<file path="config.mk">
export PLATFORM = sky130hd
export DESIGN_NAME = http_request_head_parser_unit_flat
export DESIGN_NICKNAME = d
export VERILOG_FILES = /design/src/rtl/hrhp_pkg.sv /design/src/rtl/hrhp_req_if.sv /design/src/rtl/hrhp_rsp_if.sv /design/src/rtl/hrhp_core.sv /design/src/rtl/hrhp_rsp_fifo.sv /design/src/rtl/http_request_head_parser_unit.sv /design/src/flat_wrapper.sv
export SDC_FILE = /design/constraint.sdc
export NUM_CORES = 1
export LEC_CHECK = 0
export BUFFER_PORTS_ARGS = -buffer_cell sky130_fd_sc_hd__buf_2
export CORE_UTILIZATION = 40
export CTS_CLUSTER_DIAMETER = 40
export CTS_CLUSTER_SIZE = 25
export DETAILED_ROUTE_END_ITERATION = 12
export MAX_ROUTING_LAYER = met4
export PLACE_DENSITY = 0.6
export SYNTH_ARGS = -nofsm -noshare
export SYNTH_HDL_FRONTEND = slang
export SYNTH_SLANG_ARGS = --single-unit
</file>
<file path="constraint.sdc">
create_clock -name clock -period 5.1 [get_ports clock]
set_input_delay 0 -clock clock [delete_from_list [all_inputs] [get_ports clock]]
set_output_delay 0 -clock clock [all_outputs]
set_load 0.1 [all_outputs]
</file>
<file path="src/rtl/hrhp_pkg.sv">
package hrhp_pkg;

   localparam int MAX_FIELD_LEN = 1024;
   localparam int FC_W          = $clog2(MAX_FIELD_LEN + 1);
   localparam int POS_W         = 10;
   localparam int FIFO_DEPTH    = 4;
   localparam int FIFO_PTR_W    = $clog2(FIFO_DEPTH);
   localparam int FIFO_CNT_W    = $clog2(FIFO_DEPTH + 1);

   localparam logic [7:0] CH_G          = 8'h47;
   localparam logic [7:0] CH_P          = 8'h50;
   localparam logic [7:0] CH_SP         = 8'h20;
   localparam logic [7:0] CH_COLON      = 8'h3A;
   localparam logic [7:0] CH_CR         = 8'h0D;
   localparam logic [7:0] CH_LF         = 8'h0A;
   localparam logic [7:0] CH_ZERO       = 8'h30;
   localparam logic [7:0] CH_UPPER_A    = 8'h41;
   localparam logic [7:0] CH_UPPER_Z    = 8'h5A;
   localparam logic [7:0] CASE_OFFSET   = 8'h20;
   localparam logic [7:0] VERSION_RADIX = 8'd10;

   typedef enum logic [2:0] {
      KIND_URI    = 3'd0,
      KIND_KEY    = 3'd1,
      KIND_VALUE  = 3'd2,
      KIND_LINE   = 3'd3,
      KIND_HEADER = 3'd4,
      KIND_HEAD   = 3'd5,
      KIND_ERROR  = 3'd6
   } kind_type;

   typedef enum logic [1:0] {
      METHOD_NONE = 2'd0,
      METHOD_GET  = 2'd1,
      METHOD_POST = 2'd2
   } method_type;

   typedef struct packed {
      kind_type         kind;
      logic [7:0]       byte_out;
      logic [POS_W-1:0] position;
      method_type       method;
      logic [7:0]       version;
      logic             last;
   } rsp_item_type;

   typedef struct packed {
      logic [1:0]   count;
      rsp_item_type item0;
      rsp_item_type item1;
   } push_type;

   function automatic rsp_item_type field_item(input kind_type k, input logic [7:0] b,
                                               input logic [POS_W-1:0] p);
      rsp_item_type r;
      r          = '0;
      r.kind     = k;
      r.byte_out = b;
      r.position = p;
      r.method   = METHOD_NONE;
      return r;
   endfunction

   function automatic rsp_item_type ctrl_item(input kind_type k, input method_type m,
                                              input logic [7:0] v);
      rsp_item_type r;
      r         = '0;
      r.kind    = k;
      r.method  = m;
      r.version = v;
      return r;
   endfunction

endpackage

</file>
<file path="src/rtl/hrhp_req_if.sv">
interface hrhp_req_if;
   logic       valid;
   logic       ready;
   logic [7:0] byte_in;
   logic       buffer_end;

   modport source (output valid, output byte_in, output buffer_end, input ready);
   modport sink (input valid, input byte_in, input buffer_end, output ready);
endinterface

</file>
<file path="src/rtl/hrhp_rsp_if.sv">
interface hrhp_rsp_if import hrhp_pkg::*; ();
   logic             valid;
   logic             ready;
   logic [2:0]       kind;
   logic [7:0]       byte_out;
   logic [POS_W-1:0] position;
   logic [1:0]       method;
   logic [7:0]       version;
   logic             last;

   modport source (output valid, output kind, output byte_out, output position,
                   output method, output version, output last, input ready);
   modport sink (input valid, input kind, input byte_out, input position,
                 input method, input version, input last, output ready);
endinterface

</file>
<file path="src/rtl/hrhp_core.sv">
module hrhp_core import hrhp_pkg::*; (
   input  logic       clock,
   input  logic       reset,
   input  logic       fire,
   input  logic [7:0] byte_in,
   input  logic       buffer_end,
   output push_type   push
);

   typedef enum logic [2:0] {
      PH_METHOD,
      PH_URI,
      PH_VERSION,
      PH_KEY,
      PH_SKIP,
      PH_VALUE,
      PH_DONE,
      PH_ERROR
   } phase_type;

   localparam logic [FC_W-1:0] GET_LEN       = FC_W'(3);
   localparam logic [FC_W-1:0] POST_LEN      = FC_W'(4);
   localparam logic [FC_W-1:0] VER_MAJOR_OFS = FC_W'(6);
   localparam logic [FC_W-1:0] VER_MINOR_OFS = FC_W'(8);
   localparam logic [FC_W-1:0] VER_CR_OFS    = FC_W'(9);
   localparam logic [FC_W-1:0] VER_LF_OFS    = FC_W'(10);
   localparam logic [FC_W-1:0] FIELD_MAX     = FC_W'(MAX_FIELD_LEN);

   phase_type       phase_ff, phase_in;
   logic [FC_W-1:0] fc_ff, fc_in;
   logic [7:0]      first_ff, first_in;
   method_type      method_ff, method_in;
   logic [7:0]      major_ff, major_in;
   logic            held_cr_ff, held_cr_in;

   logic [FC_W-1:0] fc_plus1;
   logic            fc_full;
   logic            live;
   logic [7:0]      lower_byte;
   logic [7:0]      version_calc;
   logic            emit;
   kind_type        emit_kind;
   logic [7:0]      emit_byte;
   logic [1:0]      n;
   rsp_item_type    item0, item1;
   rsp_item_type    err_item;

   assign fc_plus1     = FC_W'(fc_ff + 1'b1);
   assign fc_full      = fc_ff >= FIELD_MAX;
   assign live         = (phase_ff != PH_DONE) && (phase_ff != PH_ERROR);
   assign lower_byte   = (byte_in >= CH_UPPER_A && byte_in <= CH_UPPER_Z) ?
                         8'(byte_in + CASE_OFFSET) : byte_in;
   assign version_calc = 8'(8'(major_ff - CH_ZERO) * VERSION_RADIX) + 8'(byte_in - CH_ZERO);
   assign err_item     = ctrl_item(KIND_ERROR, METHOD_NONE, 8'd0);

   always_comb begin
      phase_in   = phase_ff;
      fc_in      = fc_ff;
      first_in   = first_ff;
      method_in  = method_ff;
      major_in   = major_ff;
      held_cr_in = held_cr_ff;
      n          = 2'd0;
      item0      = '0;
      item1      = '0;
      emit       = 1'b0;
      emit_kind  = KIND_URI;
      emit_byte  = byte_in;

      case (phase_ff)
         PH_METHOD: begin
            if (byte_in == CH_SP) begin
               if (fc_ff == GET_LEN && first_ff == CH_G) begin
                  method_in = METHOD_GET;
               end else if (fc_ff == POST_LEN && first_ff == CH_P) begin
                  method_in = METHOD_POST;
               end else begin
                  method_in = METHOD_NONE;
               end
               fc_in    = '0;
               phase_in = PH_URI;
            end else if (fc_full) begin
               item0    = err_item;
               n        = 2'd1;
               phase_in = PH_ERROR;
            end else begin
               if (fc_ff == '0) begin
                  first_in = byte_in;
               end
               fc_in = fc_plus1;
            end
         end
         PH_URI: begin
            if (byte_in == CH_SP) begin
               fc_in    = '0;
               phase_in = PH_VERSION;
            end else begin
               emit      = 1'b1;
               emit_kind = KIND_URI;
            end
         end
         PH_VERSION: begin
            fc_in = fc_plus1;
            if (fc_plus1 == VER_MAJOR_OFS) begin
               major_in = byte_in;
            end else if (fc_plus1 == VER_MINOR_OFS) begin
               major_in = version_calc;
            end else if (fc_plus1 == VER_CR_OFS) begin
               if (byte_in != CH_CR) begin
                  item0    = err_item;
                  n        = 2'd1;
                  phase_in = PH_ERROR;
               end
            end else if (fc_plus1 >= VER_LF_OFS) begin
               if (byte_in != CH_LF) begin
                  item0    = err_item;
                  n        = 2'd1;
                  phase_in = PH_ERROR;
               end else begin
                  item0    = ctrl_item(KIND_LINE, method_ff, major_ff);
                  n        = 2'd1;
                  fc_in    = '0;
                  phase_in = PH_KEY;
               end
            end
         end
         PH_KEY: begin
            if (fc_ff == '0 && (byte_in == CH_COLON || byte_in == CH_CR)) begin
               item0    = ctrl_item(KIND_HEAD, METHOD_NONE, 8'd0);
               n        = 2'd1;
               phase_in = PH_DONE;
            end else if (byte_in == CH_COLON) begin
               fc_in    = '0;
               phase_in = PH_SKIP;
            end else begin
               emit      = 1'b1;
               emit_kind = KIND_KEY;
               emit_byte = lower_byte;
            end
         end
         PH_SKIP: begin
            if (byte_in != CH_SP) begin
               phase_in   = PH_VALUE;
               held_cr_in = 1'b0;
               if (byte_in == CH_CR) begin
                  held_cr_in = 1'b1;
               end else begin
                  emit      = 1'b1;
                  emit_kind = KIND_VALUE;
               end
            end
         end
         PH_VALUE: begin
            if (held_cr_ff) begin
               held_cr_in = 1'b0;
               if (byte_in == CH_LF) begin
                  item0    = ctrl_item(KIND_HEADER, METHOD_NONE, 8'd0);
                  n        = 2'd1;
                  fc_in    = '0;
                  phase_in = PH_KEY;
               end else if (fc_full) begin
                  item0    = err_item;
                  n        = 2'd1;
                  phase_in = PH_ERROR;
               end else begin
                  item0 = field_item(KIND_VALUE, CH_CR, POS_W'(fc_ff));
                  n     = 2'd1;
                  fc_in = fc_plus1;
                  if (byte_in == CH_CR) begin
                     held_cr_in = 1'b1;
                  end else if (fc_plus1 >= FIELD_MAX) begin
                     item1    = err_item;
                     n        = 2'd2;
                     phase_in = PH_ERROR;
                  end else begin
                     item1 = field_item(KIND_VALUE, byte_in, POS_W'(fc_plus1));
                     n     = 2'd2;
                     fc_in = FC_W'(fc_ff + 2'd2);
                  end
               end
            end else if (byte_in == CH_CR) begin
               held_cr_in = 1'b1;
            end else begin
               emit      = 1'b1;
               emit_kind = KIND_VALUE;
            end
         end
         default: begin
         end
      endcase

      if (emit) begin
         if (fc_full) begin
            item0    = err_item;
            n        = 2'd1;
            phase_in = PH_ERROR;
         end else begin
            item0 = field_item(emit_kind, emit_byte, POS_W'(fc_ff));
            n     = 2'd1;
            fc_in = fc_plus1;
         end
      end

      // truncated head: results of this byte are replaced by one error
      if (live && buffer_end && phase_in != PH_DONE) begin
         item0    = err_item;
         item1    = '0;
         n        = 2'd1;
         phase_in = PH_ERROR;
      end

      if (n == 2'd1) begin
         item0.last = 1'b1;
      end
      if (n == 2'd2) begin
         item1.last = 1'b1;
      end
   end

   always_ff @(posedge clock) begin
      if (reset) begin
         phase_ff   <= PH_METHOD;
         fc_ff      <= '0;
         first_ff   <= 8'd0;
         method_ff  <= METHOD_NONE;
         major_ff   <= 8'd0;
         held_cr_ff <= 1'b0;
      end else if (fire) begin
         phase_ff   <= phase_in;
         fc_ff      <= fc_in;
         first_ff   <= first_in;
         method_ff  <= method_in;
         major_ff   <= major_in;
         held_cr_ff <= held_cr_in;
      end
   end

   assign push.count = fire ? n : 2'd0;
   assign push.item0 = item0;
   assign push.item1 = item1;

   a_end_sticky: assert property (@(posedge clock) disable iff (reset)
      (phase_ff == PH_DONE || phase_ff == PH_ERROR) |=> $stable(phase_ff))
      else $error("parser left a terminal phase");

   a_two_from_cr: assert property (@(posedge clock) disable iff (reset)
      (push.count == 2'd2) |-> (phase_ff == PH_VALUE && held_cr_ff))
      else $error("two results without a held CR");

   a_end_terminates: assert property (@(posedge clock) disable iff (reset)
      (fire && buffer_end) |=> (phase_ff == PH_DONE || phase_ff == PH_ERROR))
      else $error("buffer end did not terminate parsing");

endmodule

</file>
<file path="src/rtl/hrhp_rsp_fifo.sv">
module hrhp_rsp_fifo import hrhp_pkg::*; (
   input  logic         clock,
   input  logic         reset,
   input  push_type     push,
   input  logic         pop,
   output rsp_item_type head,
   output logic         not_empty,
   output logic         has_room
);

   rsp_item_type          mem_ff [FIFO_DEPTH];
   logic [FIFO_PTR_W-1:0] wr_ptr_ff, rd_ptr_ff;
   logic [FIFO_CNT_W-1:0] count_ff;
   logic [FIFO_PTR_W-1:0] wr_ptr_next1;

   assign wr_ptr_next1 = FIFO_PTR_W'(wr_ptr_ff + 1'b1);
   assign head         = mem_ff[rd_ptr_ff];
   assign not_empty    = count_ff != '0;
   assign has_room     = count_ff <= FIFO_CNT_W'(FIFO_DEPTH - 2);

   always_ff @(posedge clock) begin
      if (push.count != 2'd0) begin
         mem_ff[wr_ptr_ff] <= push.item0;
      end
      if (push.count == 2'd2) begin
         mem_ff[wr_ptr_next1] <= push.item1;
      end
   end

   always_ff @(posedge clock) begin
      if (reset) begin
         wr_ptr_ff <= '0;
         rd_ptr_ff <= '0;
         count_ff  <= '0;
      end else begin
         wr_ptr_ff <= FIFO_PTR_W'(wr_ptr_ff + push.count);
         rd_ptr_ff <= FIFO_PTR_W'(rd_ptr_ff + pop);
         count_ff  <= FIFO_CNT_W'(count_ff + push.count - pop);
      end
   end

   a_no_overflow: assert property (@(posedge clock) disable iff (reset)
      (push.count != 2'd0) |-> (count_ff <= FIFO_CNT_W'(FIFO_DEPTH - 2)))
      else $error("response queue overflow");

   a_pop_nonempty: assert property (@(posedge clock) disable iff (reset)
      pop |-> not_empty)
      else $error("response queue underflow");

endmodule

</file>
<file path="src/rtl/http_request_head_parser_unit.sv">
// HTTP request head parser. Takes one request byte per cycle on req_ch while
// the response queue has room, and reports the head on rsp_ch as tagged
// responses: URI, key (lowercased) and value bytes with their field
// positions, request line done (method, version), header done, head done, or
// error. A byte is registered on acceptance and parsed, once the response
// queue has room, into a 4-entry response queue, from which responses are
// offered on rsp_ch. Sustained rate is one byte per cycle while each byte
// yields at most one response and the receiver takes every response; a lone
// CR inside a value yields two responses, and the output drains one response
// per cycle while the receiver is ready. After head done or error, further
// bytes are taken and yield nothing until reset.
module http_request_head_parser_unit import hrhp_pkg::*; (
   input logic         clock,
   input logic         reset,
   hrhp_req_if.sink    req_ch,
   hrhp_rsp_if.source  rsp_ch
);

   logic         in_valid_ff;
   logic [7:0]   in_byte_ff;
   logic         in_end_ff;
   logic         fire;
   logic         has_room;
   logic         not_empty;
   logic         pop;
   push_type     push;
   rsp_item_type head;

   assign fire         = in_valid_ff && has_room;
   assign req_ch.ready = !in_valid_ff || fire;
   assign pop          = rsp_ch.valid && rsp_ch.ready;

   always_ff @(posedge clock) begin
      if (reset) begin
         in_valid_ff <= 1'b0;
      end else if (req_ch.ready) begin
         in_valid_ff <= req_ch.valid;
      end
   end

   always_ff @(posedge clock) begin
      if (req_ch.valid && req_ch.ready) begin
         in_byte_ff <= req_ch.byte_in;
         in_end_ff  <= req_ch.buffer_end;
      end
   end

   hrhp_core u_core (
      .clock      (clock),
      .reset      (reset),
      .fire       (fire),
      .byte_in    (in_byte_ff),
      .buffer_end (in_end_ff),
      .push       (push)
   );

   hrhp_rsp_fifo u_fifo (
      .clock     (clock),
      .reset     (reset),
      .push      (push),
      .pop       (pop),
      .head      (head),
      .not_empty (not_empty),
      .has_room  (has_room)
   );

   assign rsp_ch.valid    = not_empty;
   assign rsp_ch.kind     = head.kind;
   assign rsp_ch.byte_out = head.byte_out;
   assign rsp_ch.position = head.position;
   assign rsp_ch.method   = head.method;
   assign rsp_ch.version  = head.version;
   assign rsp_ch.last     = head.last;

endmodule

</file>
<file path="src/flat_wrapper.sv">
// flat-port wrapper written by rule: the top's interface ports become plain ports
module http_request_head_parser_unit_flat import hrhp_pkg::*;
  (clock, reset, req_ch_valid, req_ch_byte_in, req_ch_buffer_end, req_ch_ready, rsp_ch_valid, rsp_ch_kind, rsp_ch_byte_out, rsp_ch_position, rsp_ch_method, rsp_ch_version, rsp_ch_last, rsp_ch_ready);
  hrhp_req_if req_ch_i ();
  hrhp_rsp_if rsp_ch_i ();
  input logic clock;
  input logic reset;
  input wire logic [$bits(req_ch_i.valid)-1:0] req_ch_valid;
  input wire logic [$bits(req_ch_i.byte_in)-1:0] req_ch_byte_in;
  input wire logic [$bits(req_ch_i.buffer_end)-1:0] req_ch_buffer_end;
  output wire logic [$bits(req_ch_i.ready)-1:0] req_ch_ready;
  output wire logic [$bits(rsp_ch_i.valid)-1:0] rsp_ch_valid;
  output wire logic [$bits(rsp_ch_i.kind)-1:0] rsp_ch_kind;
  output wire logic [$bits(rsp_ch_i.byte_out)-1:0] rsp_ch_byte_out;
  output wire logic [$bits(rsp_ch_i.position)-1:0] rsp_ch_position;
  output wire logic [$bits(rsp_ch_i.method)-1:0] rsp_ch_method;
  output wire logic [$bits(rsp_ch_i.version)-1:0] rsp_ch_version;
  output wire logic [$bits(rsp_ch_i.last)-1:0] rsp_ch_last;
  input wire logic [$bits(rsp_ch_i.ready)-1:0] rsp_ch_ready;
  assign req_ch_i.valid = req_ch_valid;
  assign req_ch_i.byte_in = req_ch_byte_in;
  assign req_ch_i.buffer_end = req_ch_buffer_end;
  assign req_ch_ready = req_ch_i.ready;
  assign rsp_ch_valid = rsp_ch_i.valid;
  assign rsp_ch_kind = rsp_ch_i.kind;
  assign rsp_ch_byte_out = rsp_ch_i.byte_out;
  assign rsp_ch_position = rsp_ch_i.position;
  assign rsp_ch_method = rsp_ch_i.method;
  assign rsp_ch_version = rsp_ch_i.version;
  assign rsp_ch_last = rsp_ch_i.last;
  assign rsp_ch_i.ready = rsp_ch_ready;
  http_request_head_parser_unit u_core (.clock(clock), .reset(reset), .req_ch(req_ch_i), .rsp_ch(rsp_ch_i));
endmodule
</file>
After elaboration in Yosys (flattened, before gate mapping)
Memory sizes are Yosys's and may differ from the RTL's. A register that Yosys moved wholly into a read port is not among the register bits.
Cells that the tools add are included.
- flip-flop bits (word level): 50
- bits of input ports: 13
- memory bits (writable): 128
- memories kept: 1
- logic and storage cells: 194
- memories (name ; depth ; bits a word ; rd ports ; clocked after Yosys merged registers in ; wr ports ; RTL line ; RTL):
    u_core.u_fifo.mem_ff ; 4 ; 32 ; 1 ; 1 ; 2 ; hrhp_rsp_fifo.sv:11 ; rsp_item_type mem_ff [FIFO_DEPTH];
- muxes and demuxes: 112
- add/subtract/negate cells: 11
- bitwise logic cells: 2
- equality and inequality tests: 26
- $mul: 1
- reduce and logical (&&, ||, !) cells: 23
- magnitude comparators: 6
- operators with widths (kind ; count):
    $mux 32 ; 22
    $mux 11 ; 17
    $pmux 32 s4 ; 1
    $mux 3 ; 20
    $pmux 11 s5 ; 1
    $mux 8 ; 6
    $mux 2 ; 16
    $mux 1 ; 24
    $eq 11x3->1 const B ; 2
    $eq 11x4->1 const B ; 2
    $ge 11x11->1 const B ; 2
    $pmux 3 s6 ; 1
    $eq 8x4->1 const B ; 2
    $eq 8x6->1 const B ; 2
    $eq 8x7->1 const B ; 2
    $ne 8x4->1 const B ; 2
    $sub 8x6->8 const B ; 2
    $add 11x1->11 const B ; 1
    $add 11x2->11 const B ; 1
    $eq 11x2->1 const B ; 1
    $ge 11x4->1 const B ; 1
    $logic_not 11->1 ; 1
    $logic_and 1x1->1 ; 10
    $ne 3x3->1 const B ; 3
    other kinds (30) ; 39

Longest topological paths before layout
Gate-level depths: netlist (run 1).
- depth after elaboration: 17
- mapped depth: 20
- gate-level depth less buffers: 18

Cells and area by module
A second synthesis (run 1) with hierarchy kept.
- cells, all modules: 973
- area, all modules: 11400.9 um2
- modules (own cells, without submodules) (module ; times used ; area each (um2) ; cells an instance):
    hrhp_rsp_fifo ; 1 ; 6772.7 ; 355
    hrhp_core ; 1 ; 4289.1 ; 602
    http_request_head_parser_unit ; 1 ; 339.1 ; 16

Least setup slack after synthesis (run 1)
No wires, ideal clock.
- path kind: register to register
- start: register u_core.u_core.fc_ff[1]
- end: register u_core.u_fifo.count_ff[1]
- buffers on the path: 2
- library setup time: 128 ps
- setup slack: 1281 ps
- data arrival time: 3691 ps
- cell stages (with the launch flop): 20
- cells stage by stage: dfxtp_1 > ha_1 > buf_6 > nand3_4 > nor2_1 > nand2_1 > ha_1 > o21ai_0 > a41o_1 > nand4_1 > a31o_2 > buf_4 > nand2_1 > nor3_2 > nand2b_1 > ha_1 > inv_1 > ha_1 > fa_1 > nor2b_1
- word-level cells in the longest chain between the ends: 16
- ends and longest elaborated chain (element ; RTL line ; RTL):
    start: declaration ; hrhp_core.sv:30 ; logic [FC_W-1:0] fc_ff, fc_in;
    start signal: assignment ; hrhp_core.sv:230 ; fc_ff <= fc_in;
    $add 11x1->11 ; hrhp_core.sv:48 ; assign fc_plus1 = FC_W'(fc_ff + 1'b1);
    $ge 11x11->1 ; hrhp_core.sv:171 ; end else if (fc_plus1 >= FIELD_MAX) begin
    $mux 3 ; hrhp_core.sv:171 ;
    $mux 3 ; hrhp_core.sv:169 ; if (byte_in == CH_CR) begin
    $mux 3 ; hrhp_core.sv:161 ; end else if (fc_full) begin
    $mux 3 ; hrhp_core.sv:156 ; if (byte_in == CH_LF) begin
    $mux 3 ; hrhp_core.sv:154 ; if (held_cr_ff) begin
    $pmux 3 s6 ; hrhp_core.sv:70 ; case (phase_ff)
    $mux 3 ; hrhp_core.sv:193 ; if (fc_full) begin
    $mux 3 ; hrhp_core.sv:192 ; if (emit) begin
    $ne 3x3->1 ; hrhp_core.sv:205 ; if (live && buffer_end && phase_in != PH_DONE) begin
    $logic_and 1x1->1 ; hrhp_core.sv:205 ;
    $mux 2 (*) ; hrhp_core.sv:205 ;
    $mux 2 (*) ; hrhp_core.sv:238 ; assign push.count = fire ? n : 2'd0;
    $add 3x2->3 (*) ; hrhp_rsp_fifo.sv:38 ; count_ff <= FIFO_CNT_W'(count_ff + push.count - pop);
    $sub 3x1->3 (*) ; hrhp_rsp_fifo.sv:38 ;
    end signal: assignment ; hrhp_rsp_fifo.sv:38 ;
    end: declaration ; hrhp_rsp_fifo.sv:13 ; logic [FIFO_CNT_W-1:0] count_ff;
Mark *: on every way between the ends. The rest lies on a longest branch, timed or not.
A chain may end at the register's enable or synchronous reset.

Worst setup path after layout (run 1)
- start: register u_core.u_core.fc_ff[0]
- end: register u_core.u_fifo.count_ff[2]
Same word-level chain as after synthesis.

==> results of run 1 <==
state kept, by name (all words and copies together) (netlist names):
signal and cells:
u_core.in_byte_ff 8, u_core.u_core.fc_ff 11, u_core.u_fifo.count_ff 3, u_core.in_end_ff 1, u_core.in_valid_ff 1, u_core.u_core.first_ff 8
u_core.u_core.phase_ff 3, u_core.u_fifo.mem_ff 128, u_core.u_core.method_ff 2, u_core.u_core.major_ff 8, u_core.u_fifo.wr_ptr_ff 2, u_core.u_core.held_cr_ff 1
u_core.u_fifo.rd_ptr_ff 2
final cells by class:
cell class	count	share of cell area (%)
inverters	28	0.8861
well taps	335	3.534
clock inverters	12	1.023
clock buffers	20	4.219
multi-input cells	759	47.62
repair buffers	88	4.810
flip-flops and latches	178	37.91
cell usage in the layout, fill, tap and decap left out, types with 4 or more instances in the layout:
cell type / n
nor2_1: 82
mux2i_1: 16
a211oi_1: 14
edfxtp_1: 93
a221oi_1: 4
nand2_1: 85
xor2_1: 5
a31o_1: 47
o211ai_1: 4
o21a_1: 9
a21oi_1: 51
or3_1: 10
dlygate4sd3_1: 10
and3_1: 45
buf_4: 32
clkbuf_16: 20
nor4_2: 5
mux4_2: 32
o31ai_1: 6
inv_1: 27
a31oi_1: 8
nor2b_1: 9
a21o_1: 8
o21ai_1: 8
buf_2: 46
a21oi_2: 4
nand2b_1: 6
a2111oi_0: 4
a22o_1: 12
a31o_2: 5
o22ai_1: 28
ha_1: 33
xnor2_1: 22
nand3_1: 27
dfxtp_1: 83
o21ai_0: 44
nor3_1: 23
and2_1: 13
nand4_1: 11
routing by layer:
metal	GRT usage (%)	routed length [um]	vias to the layer above
met4	7.131	657	0
met5	-	0	-
met3	2.963	2207	51
li1	-	-	4046
met2	37.98	14400	406
met1	34.93	14890	4275
report_power, final:
part	internal, uW	total (uW)	switching [uW]	leakage (uW)
Clock	755	1370	611	0.000310
Sequential	1580	1770	189	0.00150
Combinational	492	1720	1220	0.00254
through the flow:
| step | total power, uW | setup WS (ns) | std cells | hold WS [ns] | instance area, sq um |
|---|---|---|---|---|---|
| after CTS | 4865 | 0.7195 | 1420 | 0.1585 | 11860 |
| after global routing | 5051 | 0.4788 | 1420 | 0.1779 | 11860 |
| final | 4853 | 0.6786 | 1420 | 0.1613 | 11860 |
| after detailed placement | 3496 | 0.7435 | 1378 | 0.1869 | 11140 |
| after global placement | 3507 | 0.8824 | 1378 | 0.1872 | 11140 |
| after floorplan | 3099 | 1.281 | 1045 | 0.08969 | 10630 |
critical path, cell delays in order (launching register included):
cell     delay [ns]
dfxtp_1        0.69
ha_1           0.47
nand3_4        0.15
nor2_1         0.23
nand2_1        0.10
ha_1           0.33
o21ai_0        0.10
a41o_1         0.25
nand4_1        0.17
a31oi_4        0.28
or3_1          0.50
ha_1           0.31
inv_1          0.05
fa_1           0.42
xnor2_1        0.16
nor2_1         0.06
final timing paths:
path | to | depth (start not counted) | slack (ns) | from
max | u_core.u_fifo.count_ff[2] | 15 | 0.68 | u_core.u_core.fc_ff[0]
min | u_core.u_fifo.rd_ptr_ff[0] | 4 | 0.16 | rsp_ch_ready
max reg2reg | u_core.u_fifo.count_ff[2] | 15 | 0.68 | u_core.u_core.fc_ff[0]
min reg2reg | u_core.u_fifo.mem_ff[3][6] | 1 | 0.47 | u_core.u_fifo.mem_ff[3][6]
timing repair:
action                     CTS  global route
hold buffers                10             0
setup endpoints to repair    0             0
hold endpoints to repair    10             0
cells by family after synthesis:
| kind of cell | count (synthesis) | synth area share [%] |
|---|---|---|
| adder cells (fa/ha/maj) | 36 | 4.449 |
| flip-flops | 178 | 42.28 |
| XOR/XNOR | 27 | 2.225 |
| buffers and inverters | 108 | 4.590 |
| multiplexers | 48 | 8.286 |
| AO/OA/AOI/OAI | 293 | 20.09 |
| AND/OR/NAND/NOR | 355 | 18.08 |
==> impl_results.md, run 1 <==
- Wire length per cell: 22.64 um
- Cells after synthesis: 1,045
- Worst-margin pin slew: 1.138 ns
- FFs w/ async S/R, synth: 0%
- Setup Fix Bufs, Post-CTS: 0
- Antenna diodes: 0
- Final Hold Viols: 0
- Synthesis Warnings: 0
- Synth top area share: 26.27%
- Worst IR drop on VDD: 0.3581 mV
- RSZ-0062 raised after global routing: no
- Final WL: 32,150 um
- Worst EP arrival: 4.71 ns
- FF/Latch Area: 4497 sq um
- Row count: 59
- Core Footprint: 26,060 sq um
- First-pass GRT wire length: 49,800 um
- CTS HTree Levels: 4
- Mean Syn Cell Area: 10.17 sq um
- Routed vias/inst: 6.182
- Root Driver: clkbuf_16
- Max Slew Vio Count: 0
- Fillers: 2,415
- Highest Clock Rate: 226.2 MHz
- Die span in y: 165.0 um
- Max_slew headroom: 24.13%
- Largest net degree at the start of global routing: 43
- Hold Crit Class: input port to register
- Synth cell types: 88
- Outcome: complete, no violations
- CTS tree: built
- Leak: 0.004355 uW
- Vias: 8,778
- Post-DP HPWL: 22,390 um
- Synth cell count leaders: 93 x edfxtp_1, 85 x dfxtp_1, 85 x nand2_1
- Tcrit/Tclk final: 86.69%
- Post-route antenna net violation count: 0
- Multi-input combinational cell area: 5648 sq um
- Worst EP required: 5.39 ns
- Tmin final: 4.421 ns
- Max-Cap Viols: 0
- Die width: 165.0 um
- Starting Density: 40.79%
- Setup violators final: 0
- Antenna violations before repair: 0
- Pre-Repair DR Iteration Count: 6
- Synth-to-layout area growth: 11.58%
- TritonCTS Buffers: 17
- Tot GR Track Use: 25.00%
- DR iter-0 viols: 1,146
- CTS sink count: 178
- Post-CTS resize count: 0
- Clk_lat worst skew: 0.44 ns
- Most frequent cell after synthesis: edfxtp_1
- Critical path class: register to register
- Worst setup EP type: register
- Largest cells by area after synthesis: edfxtp_1 26%, dfxtp_1 16%, mux4_2 6.8%
- Gp weighted congestion: 0.9312
- Yosys reg bits: 178
- IO Pins: 47
- Global route overflow: 0
- Die ar.: 27,230 sq um
- Ys flop type: edfxtp_1
- Clock buffer depth: 2
- Pwr/cell area: 409.1 nW/um^2
- Post-synth EDFFs: 93
- Clk pin slew, worst setup/hold paths: 0.08 ns
- Nets: 1,121
- Post-synth top area cell: edfxtp_1
- Number of global-route vias before repair: 8,333
- TNS Setup: 0 ns
- Seq/Total Area, Yosys: 42.28%
- Syn_nets: 1,094
- Port-buffer cells: 46
- CP max FO: 17
- Layout Utilization: 45.52%
- Drt drc: 0
- Mapped Area: 10,630 sq um
- Critical path startpoint category: register
- Clock Skew: 0.01779 ns
- Layout cells sized above 1: 17.05%
(Power assumes the default switching activity.)
==> run 2: changes to the inputs <==
==> constraint.sdc (replaced) <==
create_clock -name clock -period 5.1 [get_ports clock]
set_input_delay 0.51 -clock clock [delete_from_list [all_inputs] [get_ports clock]]
set_output_delay 0.51 -clock clock [all_outputs]
set_load 0.1 [all_outputs]
==> run 2 against run 1 <==
Net effect: cell count is 0.70% lower; largest cell class unchanged; clock power hardly changed; core utilization is 0.38 points lower; critical endpoint unchanged; maximum frequency is 0.36% higher; register-to-register slack better by 0.02 ns; sequential share of layout area is 0.32 points higher.
==> impl_results.md, run 2 (synthesized netlist as in run 1, its figures left out) <==
- Outcome: complete, no violations
- Wire length per cell: 22.78 um (+0.61%)
- Layout cells sized above 1: 17.21% (+0.16 points)
- Fin cells: 1,410 (-0.70%)
- Post-CTS resize count: 0 (unchanged)
- CTS HTree Levels: 4 (unchanged)
- First-pass GRT wire length: 49,780 um (about the same)
- Commonest non-fill, non-tap cell in the layout: edfxtp_1
- CTS tree: built
- RSZ-0062 raised after global routing: no
- Global route overflow: 0 (unchanged)
- Core Footprint: 26,060 sq um (unchanged)
- Switch share: 41.73% (about the same)
- Worst EP required: 5.38 ns (about the same)
- Worst EP arrival: 4.69 ns (-0.02 ns)
- Die width: 165.0 um (unchanged)
- Clock Skew: 0.01587 ns (-0.001924 ns)
- Most frequent cells in the layout: 93 x edfxtp_1, 85 x nand2_1, 83 x dfxtp_1, 82 x nor2_1, 51 x a21oi_1
- Nets: 1,111 (-0.89%)
- Number of global-route vias before repair: 8,308 (-0.30%)
- Routed vias/inst: 6.194 (+0.19%)
- Synth-to-layout area growth: 10.64%
- IO Pins: 47 (unchanged)
- Setup violators final: 0 (unchanged)
- Max reg flops: 128 (unchanged)
- Port-buffer cells: 46 (unchanged)
- Worst IR drop on VDD: 0.3581 mV (about the same)
- Antenna diodes: 0 (unchanged)
- Tmin final: 4.405 ns (-0.01595 ns)
- PnR Total Power: 4845 uW (-0.16%)
- Internal: 2823 uW (-0.17%)
- Antenna violations before repair: 0 (unchanged)
- Largest net degree at the start of global routing: 43 (unchanged)
- Drt drc: 0 (unchanged)
- TNS Setup: 0 ns (unchanged)
- NetSw: 2022 uW (-0.15%)
- Root Driver: clkbuf_16
- Post-DP HPWL: 22,390 um (unchanged)
- Pre-CTS setup slack: 0.7435 ns (unchanged)
- Multi-input combinational cell area: 5648 sq um (unchanged)
- Placed insts: 1,378 (unchanged)
- Critical path class: register to register
- Setup Fix Bufs, Post-CTS: 0 (unchanged)
- Post-route antenna net violation count: 0 (unchanged)
- Critical path startpoint category: register
- DR iter-0 viols: 1,161 (+1.3%)
- Max Slew Vio Count: 0 (unchanged)
- Max-Cap Viols: 0 (unchanged)
- CTS sink count: 178 (unchanged)
- Clk pin slew, worst setup/hold paths: 0.08 ns (about the same)
- Reg power frac: 36.5% (about the same)
- Max_slew headroom: 24.58% (+0.45 points)
- Clk pwr share: 28.1% (about the same)
- Setup ws final: 0.6946 ns (+0.01595 ns)
- Hold_buf cts: 0 (-10)
- Worst-margin pin slew: 1.131 ns (-0.006744 ns)
- Gp weighted congestion: 0.9312 (unchanged)
- CP max FO: 17 (unchanged)
- Leak: 0.004313 uW (-0.96%)
- Tot GR Track Use: 24.99% (about the same)
- Layout Utilization: 45.13% (-0.38 points)
- Vias: 8,733 (-0.51%)
- FF/Latch Area: 4497 sq um (unchanged)
- Fillers: 2,416 (+0.041%)
- Tcrit/Tclk final: 86.38% (-0.31 points)
- Highest Clock Rate: 227.0 MHz (+0.36%)
- Starting Density: 40.79% (unchanged)
- Worst setup EP type: register
- Biggest regs: u_core.u_fifo.mem_ff: 128 flops, u_core.u_core.fc_ff: 11 flops
- Pwr/cell area: 411.9 nW/um^2 (+0.69%)
- Die ar.: 27,230 sq um (unchanged)
- Hold Crit Class: input port to register
- Die span in y: 165.0 um (unchanged)
- Pre-Repair DR Iteration Count: 6 (unchanged)
- TritonCTS Buffers: 17 (unchanged)
- Largest Register: u_core.u_fifo.mem_ff
- Clk_lat worst skew: 0.44 ns (about the same)
- Row count: 59 (unchanged)
- Clock buffer depth: 2 (unchanged)
- Final WL: 32,120 um (-0.10%)
- Final Hold Viols: 0 (unchanged)
- Gate power share: 35.4% (about the same)
[run 2: changes by cell type in the layout (fill, tap and decap cells not counted)]
cell           before  now
dlygate4sd3_1      10    0
[run 2: final timing paths]
check                                                 from                          to  slack (ns)  depth (start not counted)
worst max-delay path                u_core.u_core.fc_ff[0]   u_core.u_fifo.count_ff[2]        0.69                         15
worst min-delay path                     req_ch_byte_in[5]        u_core.in_byte_ff[5]        0.26                          1
worst max register to register      u_core.u_core.fc_ff[0]   u_core.u_fifo.count_ff[2]        0.69                         15
worst min register to register  u_core.u_fifo.mem_ff[3][3]  u_core.u_fifo.mem_ff[3][3]        0.47                          1
[run 2: power by group through the flow]
stage          clock network (uW)  logic (uW)  registers, uW
6_report                     1360        1710           1770
5_1_grt                      1440        1810           1790
4_1_cts                      1390        1700           1770
3_5_place_dp                    0        1690           1800
3_3_place_gp                    0        1710           1800
2_1_floorplan                   0        1450           1640
[run 2: worst max-delay path, cell delays in order (launching register included)]
cell and delay, ns:
dfxtp_1 0.69, ha_1 0.47, nand3_4 0.15, nor2_1 0.21, nand2_1 0.09, ha_1 0.32
o21ai_0 0.10, a41o_1 0.25, nand4_1 0.17, a31oi_4 0.29, or3_1 0.50, ha_1 0.31
inv_1 0.05, fa_1 0.42, xnor2_1 0.16, nor2_1 0.06
[run 2: per-layer routing]
metal	GRT usage (%)	part of all wire [%]	wire length (um)
met1	34.97	46	14890
met2	37.92	45	14450
met3	2.963	6.8	2177
met4	7.131	1.9	596
met5	-	0	0
[run 2: area by class of cell]
class	instances	share of cell area, %
tap	335	3.564
clock inverter	12	1.032
multi-input combinational	759	48.02
inverter	28	0.8936
timing repair buffer	78	4.000
sequential	178	38.23
clock buffer	20	4.255
[run 2: metrics by stage]
step,cell area (sq um),hold WS (ns)
after global placement,11140,0.4501
after global routing,11760,0.2538
after detailed placement,11140,0.4606
after floorplan,10630,0.4432
final,11760,0.2586
after CTS,11760,0.2505
